### config.mk
export PLATFORM = sky130hd
export DESIGN_NAME = bitmap_block_allocator_flat
export DESIGN_NICKNAME = d
export VERILOG_FILES = /design/src/hw/rtl/bba_pkg.sv /design/src/hw/rtl/bba_cmd_if.sv /design/src/hw/rtl/bba_res_if.sv /design/src/hw/rtl/bitmap_block_allocator.sv /design/src/hw/rtl/bba_ram.sv /design/src/flat_wrapper.sv
export VERILOG_INCLUDE_DIRS = /design/src /design/src/hw/rtl
export SDC_FILE = /design/constraint.sdc
export NUM_CORES = 2
export LEC_CHECK = 0
export BUFFER_PORTS_ARGS = -buffer_cell sky130_fd_sc_hd__buf_4
export CORE_MARGIN = 3
export CORE_UTILIZATION = 35
export CTS_CLUSTER_SIZE = 25
export DETAILED_ROUTE_END_ITERATION = 12
export GPL_TIMING_DRIVEN = 1
export PLACE_DENSITY = 0.61
export SETUP_SLACK_MARGIN = 0.1
export SLEW_MARGIN = 40
export SYNTH_ARGS = -nofsm -noshare
export SYNTH_HDL_FRONTEND = slang
export SYNTH_SLANG_ARGS = --single-unit
### constraint.sdc
create_clock -name i_clk -period 12.6 [get_ports i_clk]
set_input_delay 2.52 -clock i_clk [delete_from_list [all_inputs] [get_ports i_clk]]
set_output_delay 2.52 -clock i_clk [all_outputs]
set_load 0.005 [all_outputs]
### src/hw/rtl/assert_macros.svh
// ----------------------------------------------------------------------------
// Assertion macros shared by the RTL files.
// ----------------------------------------------------------------------------
`ifndef ASSERT_MACROS_SVH
`define ASSERT_MACROS_SVH

// Checked at every clock edge outside of reset.
`define ASSERT_CLK(lbl, clk, rst_n, prop, msg) \
    lbl: assert property (@(posedge clk) disable iff (!rst_n) prop) \
        else $error(msg);

// Checked at every clock edge, reset included.
`define ASSERT_ALWAYS(lbl, clk, prop, msg) \
    lbl: assert property (@(posedge clk) prop) else $error(msg);

`endif

### src/hw/rtl/bba_pkg.sv
// ----------------------------------------------------------------------------
// bba_pkg
// Types and constants of the first-fit block bitmap allocator.
// ----------------------------------------------------------------------------
package bba_pkg;

    localparam int MAP_BITS  = 4096;
    localparam int WORD_BITS = 64;
    localparam int MAP_WORDS = (MAP_BITS + WORD_BITS - 1) / WORD_BITS;

    localparam int WORD_AW = $clog2(MAP_WORDS);
    localparam int BIT_AW  = $clog2(WORD_BITS);
    localparam int LIM_W   = WORD_AW + BIT_AW + 1;

    localparam int BLK_W  = 16;
    localparam int APB_AW = 3;
    localparam int APB_DW = 32;

    typedef enum logic [0:0] {
        CMD_ALLOC = 1'b0,
        CMD_FREE  = 1'b1
    } t_cmd;

    typedef enum logic [1:0] {
        ST_OK      = 2'd0,
        ST_FULL    = 2'd1,
        ST_IGNORED = 2'd2
    } t_status;

    typedef enum logic [0:0] {
        REG_REGION_BASE = 1'b0,
        REG_DEVICE_SIZE = 1'b1
    } t_reg_idx;

    typedef enum logic [1:0] {
        S_IDLE,
        S_SCAN,
        S_FREE,
        S_DONE
    } t_state;

endpackage

### src/hw/rtl/bba_cmd_if.sv
// ----------------------------------------------------------------------------
// bba_cmd_if
// Command channel of the block allocator: one beat is one command.
// ----------------------------------------------------------------------------
interface bba_cmd_if;
    logic                     valid;
    logic                     ready;
    logic                     command;
    logic [bba_pkg::BLK_W-1:0] block_number;

    modport source (output valid, output command, output block_number, input ready);
    modport sink   (input valid, input command, input block_number, output ready);
endinterface

### src/hw/rtl/bba_res_if.sv
// ----------------------------------------------------------------------------
// bba_res_if
// Result channel of the block allocator: one beat per command.
// ----------------------------------------------------------------------------
interface bba_res_if;
    logic                     valid;
    logic                     ready;
    logic [1:0]               status;
    logic [bba_pkg::BLK_W-1:0] granted_block;

    modport source (output valid, output status, output granted_block, input ready);
    modport sink   (input valid, input status, input granted_block, output ready);
endinterface

### src/hw/rtl/bitmap_block_allocator.sv
// ----------------------------------------------------------------------------
// bitmap_block_allocator
// First-fit free-block bitmap with an APB register port.
// ----------------------------------------------------------------------------
// Commands arrive on i_cmd (allocate or free) and each produces exactly one
// result beat on o_res. The region base register (byte address 0) and the
// device size register (byte address 4) are written over the APB port; the
// user must write them only while no command is in flight, as the block
// itself does not enforce it. An allocate scans the bitmap RAM one word per
// cycle from word zero and stops at the first word with a clear bit inside
// the data region, after visiting 1 to 64 words. An allocate with no data
// blocks answers full without a RAM read. A free does a read-modify-write of
// one word; a free out of range answers without a RAM access.
// The single RAM read port sets the pace: one word per cycle.
// i_cmd.ready is high only while no command is being worked on. A finished
// result sits in the output register; the next command is taken while it
// waits, and its own result waits until the receiver takes the first one.
// Reset clears the sequencer state, the result valid flag and the APB
// registers and marks every bitmap word as unwritten, which reads as all
// blocks free; no clearing pass is needed.
// ----------------------------------------------------------------------------
`include "assert_macros.svh"

module bitmap_block_allocator (
    input  logic                           i_clk,
    input  logic                           i_rst_n,
    bba_cmd_if.sink                        i_cmd,
    bba_res_if.source                      o_res,
    input  logic                           psel,
    input  logic                           penable,
    input  logic                           pwrite,
    input  logic [bba_pkg::APB_AW-1:0]     paddr,
    input  logic [bba_pkg::APB_DW-1:0]     pwdata,
    output logic [bba_pkg::APB_DW-1:0]     prdata,
    output logic                           pready
);
    localparam int WB = bba_pkg::WORD_BITS;
    localparam int WA = bba_pkg::WORD_AW;
    localparam int BA = bba_pkg::BIT_AW;
    localparam int LW = bba_pkg::LIM_W;
    localparam int BW = bba_pkg::BLK_W;

    bba_pkg::t_state r_state, n_state;

    logic [BW-1:0]        r_ds, r_tb;
    logic [LW-1:0]        r_limit, n_limit;
    logic [WA-1:0]        r_word, n_word;
    logic [BA-1:0]        r_fbit, n_fbit;
    logic [1:0]           r_res_status, n_res_status;
    logic [BW-1:0]        r_res_grant, n_res_grant;
    logic [bba_pkg::MAP_WORDS-1:0] r_row_vld, n_row_vld;
    logic                 r_out_vld, n_out_vld;
    logic [1:0]           r_out_status, n_out_status;
    logic [BW-1:0]        r_out_grant, n_out_grant;

    logic                 ram_we, ram_re;
    logic [WA-1:0]        ram_waddr, ram_raddr;
    logic [WB-1:0]        ram_wdata, ram_rdata;

    logic                 cmd_acc;
    logic [BW:0]          diff;
    logic [LW-1:0]        limit_calc;
    logic [BW-1:0]        free_off;
    logic                 free_bad;
    logic [WB-1:0]        cur_word, avail, mask;
    logic [LW-1:0]        scan_base, next_base, rem;
    logic                 hit;
    logic [BA-1:0]        hit_bit;
    logic                 cfg_wr;

    bba_ram #(
        .WIDTH (WB),
        .DEPTH (bba_pkg::MAP_WORDS)
    ) u_map (
        .i_clk   (i_clk),
        .i_we    (ram_we),
        .i_waddr (ram_waddr),
        .i_wdata (ram_wdata),
        .i_re    (ram_re),
        .i_raddr (ram_raddr),
        .o_rdata (ram_rdata)
    );

    // ---------------- configuration port ----------------
    assign pready = 1'b1;
    assign cfg_wr = psel && penable && pwrite;

    always_ff @(posedge i_clk) begin
        if (!i_rst_n) begin
            r_ds <= '0;
            r_tb <= '0;
        end else if (cfg_wr) begin
            case (bba_pkg::t_reg_idx'(paddr[2]))
                bba_pkg::REG_REGION_BASE: r_ds <= pwdata[BW-1:0];
                bba_pkg::REG_DEVICE_SIZE: r_tb <= pwdata[BW-1:0];
                default: ;
            endcase
        end
    end

    always_comb begin
        case (bba_pkg::t_reg_idx'(paddr[2]))
            bba_pkg::REG_REGION_BASE: prdata = {{(bba_pkg::APB_DW-BW){1'b0}}, r_ds};
            bba_pkg::REG_DEVICE_SIZE: prdata = {{(bba_pkg::APB_DW-BW){1'b0}}, r_tb};
            default:                  prdata = '0;
        endcase
    end

    // ---------------- datapath helpers ----------------
    assign i_cmd.ready    = (r_state == bba_pkg::S_IDLE);
    assign cmd_acc        = i_cmd.valid && i_cmd.ready;
    assign o_res.valid    = r_out_vld;
    assign o_res.status   = r_out_status;
    assign o_res.granted_block = r_out_grant;

    // Data-block count, zero when the region ends before it starts, capped
    // at the map capacity.
    assign diff = {1'b0, r_tb} - {1'b0, r_ds};
    always_comb begin
        if (r_tb <= r_ds) begin
            limit_calc = '0;
        end else if (diff > (BW+1)'(bba_pkg::MAP_BITS)) begin
            limit_calc = LW'(bba_pkg::MAP_BITS);
        end else begin
            limit_calc = diff[LW-1:0];
        end
    end

    assign free_off = i_cmd.block_number - r_ds;
    assign free_bad = (i_cmd.block_number < r_ds) ||
                      ({1'b0, free_off} >= (BW+1)'(bba_pkg::MAP_BITS));

    // Words never written since reset read as all free.
    assign cur_word  = r_row_vld[r_word] ? ram_rdata : '0;
    assign scan_base = {1'b0, r_word, {BA{1'b0}}};
    assign next_base = {(WA+1)'({1'b0, r_word} + (WA+1)'(1)), {BA{1'b0}}};
    assign rem       = r_limit - scan_base;
    assign mask      = (rem >= LW'(WB)) ? {WB{1'b1}} : ~({WB{1'b1}} << rem[BA-1:0]);
    assign avail     = ~cur_word & mask;

    // Lowest set bit of the candidate vector.
    always_comb begin
        hit     = 1'b0;
        hit_bit = '0;
        for (int i = WB - 1; i >= 0; i--) begin
            if (avail[i]) begin
                hit     = 1'b1;
                hit_bit = BA'(i);
            end
        end
    end

    // ---------------- sequencer ----------------
    always_ff @(posedge i_clk) begin
        if (!i_rst_n) begin
            r_state   <= bba_pkg::S_IDLE;
            r_row_vld <= '0;
            r_out_vld <= 1'b0;
        end else begin
            r_state   <= n_state;
            r_row_vld <= n_row_vld;
            r_out_vld <= n_out_vld;
        end
    end

    always_ff @(posedge i_clk) begin
        r_limit      <= n_limit;
        r_word       <= n_word;
        r_fbit       <= n_fbit;
        r_res_status <= n_res_status;
        r_res_grant  <= n_res_grant;
        r_out_status <= n_out_status;
        r_out_grant  <= n_out_grant;
    end

    always_comb begin
        n_state      = r_state;
        n_limit      = r_limit;
        n_word       = r_word;
        n_fbit       = r_fbit;
        n_res_status = r_res_status;
        n_res_grant  = r_res_grant;
        n_row_vld    = r_row_vld;
        n_out_vld    = r_out_vld && !o_res.ready;
        n_out_status = r_out_status;
        n_out_grant  = r_out_grant;
        ram_we       = 1'b0;
        ram_waddr    = r_word;
        ram_wdata    = cur_word;
        ram_re       = 1'b0;
        ram_raddr    = '0;

        case (r_state)
            bba_pkg::S_IDLE: begin
                if (cmd_acc) begin
                    n_res_grant = '0;
                    if (i_cmd.command == bba_pkg::CMD_ALLOC) begin
                        n_limit = limit_calc;
                        n_word  = '0;
                        if (limit_calc == '0) begin
                            n_res_status = bba_pkg::ST_FULL;
                            n_state      = bba_pkg::S_DONE;
                        end else begin
                            ram_re    = 1'b1;
                            ram_raddr = '0;
                            n_state   = bba_pkg::S_SCAN;
                        end
                    end else if (free_bad) begin
                        n_res_status = bba_pkg::ST_IGNORED;
                        n_state      = bba_pkg::S_DONE;
                    end else begin
                        ram_re    = 1'b1;
                        ram_raddr = free_off[BA+WA-1:BA];
                        n_word    = free_off[BA+WA-1:BA];
                        n_fbit    = free_off[BA-1:0];
                        n_state   = bba_pkg::S_FREE;
                    end
                end
            end
            bba_pkg::S_SCAN: begin
                if (hit) begin
                    ram_we               = 1'b1;
                    ram_wdata            = cur_word | (WB'(1) << hit_bit);
                    n_row_vld[r_word]    = 1'b1;
                    n_res_status         = bba_pkg::ST_OK;
                    n_res_grant          = r_ds + BW'({r_word, hit_bit});
                    n_state              = bba_pkg::S_DONE;
                end else if (next_base >= r_limit) begin
                    n_res_status = bba_pkg::ST_FULL;
                    n_state      = bba_pkg::S_DONE;
                end else begin
                    ram_re    = 1'b1;
                    ram_raddr = WA'(r_word + WA'(1));
                    n_word    = WA'(r_word + WA'(1));
                end
            end
            bba_pkg::S_FREE: begin
                ram_we            = 1'b1;
                ram_wdata         = cur_word & ~(WB'(1) << r_fbit);
                n_row_vld[r_word] = 1'b1;
                n_res_status      = bba_pkg::ST_OK;
                n_state           = bba_pkg::S_DONE;
            end
            bba_pkg::S_DONE: begin
                if (!r_out_vld || o_res.ready) begin
                    n_out_vld    = 1'b1;
                    n_out_status = r_res_status;
                    n_out_grant  = r_res_grant;
                    n_state      = bba_pkg::S_IDLE;
                end
            end
            default: begin
                n_state = bba_pkg::S_IDLE;
            end
        endcase
    end

    // ---------------- assertions ----------------
    `ASSERT_CLK(a_scan_in_region, i_clk, i_rst_n,
        (r_state == bba_pkg::S_SCAN) |-> (scan_base < r_limit),
        "scan visits a word beyond the data region")

    `ASSERT_CLK(a_busy_after_accept, i_clk, i_rst_n,
        cmd_acc |=> !i_cmd.ready,
        "command port ready right after a command was taken")

    `ASSERT_CLK(a_grant_only_ok, i_clk, i_rst_n,
        (o_res.valid && (o_res.status != bba_pkg::ST_OK)) |-> (o_res.granted_block == '0),
        "nonzero grant on a failed command")

    `ASSERT_ALWAYS(a_reset_clears, i_clk,
        (!i_rst_n) |=> (!o_res.valid && (r_state == bba_pkg::S_IDLE)),
        "reset did not clear the result and sequencer")

endmodule

### src/hw/rtl/bba_ram.sv
// ----------------------------------------------------------------------------
// bba_ram
// Simple dual-port RAM, one write and one read port, registered read data.
// ----------------------------------------------------------------------------
module bba_ram #(
    parameter int WIDTH = 64,
    parameter int DEPTH = 64
) (
    input  logic                     i_clk,
    input  logic                     i_we,
    input  logic [$clog2(DEPTH)-1:0] i_waddr,
    input  logic [WIDTH-1:0]         i_wdata,
    input  logic                     i_re,
    input  logic [$clog2(DEPTH)-1:0] i_raddr,
    output logic [WIDTH-1:0]         o_rdata
);
    logic [WIDTH-1:0] r_mem [DEPTH];
    logic [WIDTH-1:0] r_rdata;

    always_ff @(posedge i_clk) begin
        if (i_we) begin
            r_mem[i_waddr] <= i_wdata;
        end
        if (i_re) begin
            r_rdata <= r_mem[i_raddr];
        end
    end

    assign o_rdata = r_rdata;
endmodule

### src/flat_wrapper.sv
// flat-port wrapper written by rule: the top's interface ports become plain ports
module bitmap_block_allocator_flat 
  (i_clk, i_rst_n, psel, penable, pwrite, paddr, pwdata, prdata, pready, i_cmd_valid, i_cmd_command, i_cmd_block_number, i_cmd_ready, o_res_valid, o_res_status, o_res_granted_block, o_res_ready);
  bba_cmd_if i_cmd_i ();
  bba_res_if o_res_i ();
  input  logic i_clk;
  input  logic i_rst_n;
  input  logic psel;
  input  logic penable;
  input  logic pwrite;
  input  logic [bba_pkg::APB_AW-1:0] paddr;
  input  logic [bba_pkg::APB_DW-1:0] pwdata;
  output logic [bba_pkg::APB_DW-1:0] prdata;
  output logic pready;
  input wire logic [$bits(i_cmd_i.valid)-1:0] i_cmd_valid;
  input wire logic [$bits(i_cmd_i.command)-1:0] i_cmd_command;
  input wire logic [$bits(i_cmd_i.block_number)-1:0] i_cmd_block_number;
  output wire logic [$bits(i_cmd_i.ready)-1:0] i_cmd_ready;
  output wire logic [$bits(o_res_i.valid)-1:0] o_res_valid;
  output wire logic [$bits(o_res_i.status)-1:0] o_res_status;
  output wire logic [$bits(o_res_i.granted_block)-1:0] o_res_granted_block;
  input wire logic [$bits(o_res_i.ready)-1:0] o_res_ready;
  assign i_cmd_i.valid = i_cmd_valid;
  assign i_cmd_i.command = i_cmd_command;
  assign i_cmd_i.block_number = i_cmd_block_number;
  assign i_cmd_ready = i_cmd_i.ready;
  assign o_res_valid = o_res_i.valid;
  assign o_res_status = o_res_i.status;
  assign o_res_granted_block = o_res_i.granted_block;
  assign o_res_i.ready = o_res_ready;
  bitmap_block_allocator u_core (.i_clk(i_clk), .i_rst_n(i_rst_n), .i_cmd(i_cmd_i), .o_res(o_res_i), .psel(psel), .penable(penable), .pwrite(pwrite), .paddr(paddr), .pwdata(pwdata), .prdata(prdata), .pready(pready));
endmodule
==> summary.md <==
| Metric | Value |
|---|---|
| Status | completed |
| Bufs and invs on worst path | 4 |
| Combinational family with the most area after synthesis | simple AND/OR/NAND/NOR gates |
| Delay of the slowest critical-path stage | 0.79 ns |
| Seq/Total Area, Yosys | 0.7277 |
| Die width | 717.0 um |
| Setup bufs post-CTS | 0 |
| P per Cell Area | around 150 nW/um^2 |
| Top cell type's share of synthesized area | 0.7165 |
| Area leader, netlist | edfxtp_1 |
| Routability cong. | approximately 0.97 |
| Fmax | a little over 100 MHz |
| Largest net degree at the start of global routing | 173 |
| Worst-case vdd ir drop | ~0.00012 V |
| Bufs on Longest Clock Path | 4 |
| Clock skew | ~0.12 ns |
| Mux share of post-synthesis cell area | 0.001803 |
| XOR/XNOR share of the synthesized area | 0.001980 |
| Residual DRC | 0 |
| Crit Path Class | reg -> reg |
| #FFs+latches synth | between 4,000 and 5,000 |
| Worst-Skew Late Latency | just over 1 ns |
| RSZ-0062 raised after global routing | no |
| Layout cells sized above 1 | 0.08791 |
| Number of port buffers | 76 |
| Worst-path maximum fanout | 52 |
| Initial Util | 0.3520 |
| Worst-path clk slew | ~0.060 ns |
| Post-detailed-placement half-perimeter wirelength | ~310,000 um |
| Setup-failing EPs final | 0 |
| Syn Std Cell Area | 176,900 um^2 |
| Top cells by area, synth | edfxtp_1 (72%), nand2_1 (9.3%), nand3_1 (4.9%) |
| Total congestion overflow | 0 |
| Die Ht | between 700 and 800 um |
| Crit. End Element | flop |
| Crit path launch type | flop |
| Top post-synthesis cells by count | nand2_1 (4,363), edfxtp_1 (4,221), nand3_1 (1,746) |
| Post-synth ARST share | 0 |
| First-pass GRT wire length | around 820,000 um |
| Total CTS buffers | approximately 430 |
| Required @ worst endpoint | roughly 13 ns |
| Final ANT Viol Nets | 0 |
| Final Hold Viols | 0 |
| Worst Tran Pin Value | around 0.94 ns |
| Tcrit/Tclk final | 0.7813 |
| HP Class | reg -> reg |
| Total track usage | 0.2185 |
| Area growth syn-to-layout | 13.44% |
| Count leader, synth | nand2_1 |
| Tmin final | between 9 and 10 ns |
| Ys Warns | 0 |
| Fill count | between 40,000 and 50,000 |
| Detailed Route WL | between 500,000 and 600,000 um |
| Num rows | between 200 and 300 |
| Worst path cell trace | inv_1 -> ha_1 -> or4b_1 -> nand3_1 -> buf_4 -> nand4_1 -> or3_1 -> a221oi_1 -> nand2b_1 -> or4b_4 -> or4b_4 -> nor2b_2 -> a21o_4 -> buf_4 -> buf_4 -> and3_1 -> a311oi_1 -> a311oi_1 -> o31ai_1 |
| Yosys cell types | 90 |
| Most used DFF post-synth | edfxtp_1 |
| H-Tree Depth | 5 |
| Avg Vias per Cell | 5.702 |
| Dpl cells | 20,363 |
| Post-synthesis instance total | around 14,000 |
| Via count | between 100k and 150k |
| Total Neg Setup Slack | 0 ns |
| Die ar. | about 510,000 um^2 |
| # clock sinks | 4,320 |
| Slew headroom | 0.3722 |
| Nets@finish | around 14,000 |
| Simple-gate area share of the yosys netlist | 0.1719 |
| Initial antenna violation count | 26 |
| Critical path's most frequent cell | buf_4 |
| Max-cap viol count | 0 |
| Post-synth EDFFs | between 4,000 and 5,000 |
| # resized after CTS | 0 |
| Syn Area/Cell | roughly 12 um^2 |
| Drt pass-1 iters | 6 |
| Finished Layout Cells | 21,156 |
| Hold Buf Count CTS | 0 |
| Adder-Cell Fraction of Synth Area | 0.004795 |
| Drt wl/cell | about 28 um |
| Critical path's slowest cell | edfxtp_1 |
| Worst path arrival time | 10.52 ns |
| Core area | ~500,000 um^2 |
| Vias in the first global route | approximately 110k |
| Leak pwr | about 67 nW |
| Compound-Gate Fraction of Synth Area | 0.06511 |
| IO Pins | 112 |
| DRT iter0 DRCs | between 15,000 and 20,000 |
| Slew Limit Fails | 0 |
| Root buf cell | clkbuf_16 |
| CP delay by family, top | simple AND/OR/NAND/NOR gates |
| CTS tree | built |
-- cell type report --
| type | instances | area (um^2) | share of cell area |
|---|---|---|---|
| repair buffers | 477 | 4831 | 0.02407 |
| inverters | 80 | 300.3 | 0.001496 |
| well taps | 6681 | 8359 | 0.04165 |
| multi-input cells | 8808 | 44960 | 0.2240 |
| clock inverters | 255 | 2211 | 0.01102 |
| clock buffers | 530 | 11280 | 0.05623 |
| diodes | 5 | 12.51 | 0.00006234 |
| flip-flops and latches | 4320 | 128700 | 0.6415 |
-- routing by layer --
layer	vias to the layer above	track usage	wire (um)
met5	-	0	19
met4	2	0.09831	29410
met3	1224	0.03532	60760
met2	6888	0.3445	267800
met1	60552	0.2979	226700
li1	51972	-	-
-- power by group --
part	switching (W)	internal, W
registers	0.000159	0.0162
clock network	0.00548	0.00695
logic	0.00170	0.000529
-- sequential cells by signal (all words and copies together) (netlist names), 6 cells and up --
name / flops
u_core.r_fbit: 6
u_core.u_map.o_rdata: 64
u_core.u_map.r_mem: 4096
u_core.r_word: 6
u_core.r_row_vld: 64
u_core.r_tb: 16
u_core.o_res.granted_block: 16
u_core.r_ds: 16
u_core.r_limit: 13
u_core.r_res_grant: 16
-- worst paths after layout --
kind / startpoint / end / slack, ns / cells after the start
hold reg to reg: u_core.r_res_grant[11] / u_core.o_res.granted_block[11] / 0.42 / 0
setup / recovery: u_core.r_word[5] / u_core.u_map.o_rdata[55] / 2.76 / 19
setup reg to reg: u_core.r_word[5] / u_core.u_map.o_rdata[55] / 2.76 / 19
hold / removal: u_core.r_res_grant[11] / u_core.o_res.granted_block[11] / 0.42 / 0
-- layout by cell type (no fill, tap or decap), types with 93 or more instances in the layout --
| master | count |
|---|---|
| nand2_1 | 4352 |
| edfxtp_1 | 4221 |
| nand3_1 | 1745 |
| clkbuf_16 | 437 |
| a311oi_1 | 381 |
| and3_1 | 355 |
| buf_4 | 349 |
| a31oi_1 | 281 |
| a21oi_1 | 201 |
| o21ai_0 | 168 |
| nor2_1 | 159 |
| clkinv_1 | 123 |
| o22ai_1 | 120 |
| dfxtp_1 | 99 |
| clkbuf_1 | 93 |
-- kinds of logic (layout without fill, tap and decap cells) --
| family | count (synthesis) | after routing |
|---|---|---|
| compound gates | 1647 | 1647 |
| simple gates | 7019 | 7019 |
| other cells | 2 | 22 |
| mux | 19 | 19 |
| xor+xnor | 40 | 40 |
| fa+ha+maj | 66 | 66 |
| buf+inv | 1067 | 1342 |
| flops | 4320 | 4320 |
-- worst register-to-register path: cells and delay by family (launching register included) --
kind	cells	cell delay (ns)
buf+inv	4	1.94
flops	1	0.79
simple gates	9	4.42
compound gates	5	1.95
fa+ha+maj	1	0.46
-- per-stage QoR --
step / power (W) / utilization / hold WS (ns) / instance area (um^2) / setup WS, ns
final: 0.03098 / 0.3993 / 0.4168 / 200700 / 2.756
after global placement: 0.01876 / 0.3706 / 0.4021 / 186200 / 3.102
after floorplan: 0.01781 / - / 0.4003 / 177000 / 1.807
after global routing: 0.03182 / 0.3993 / 0.4268 / 200700 / 2.451
after CTS: 0.03106 / 0.3991 / 0.4156 / 200600 / 3.005
after detailed placement: 0.01880 / 0.3722 / 0.4045 / 187100 / 3.008
No activity file was read; power rests on OpenSTA's default activity.
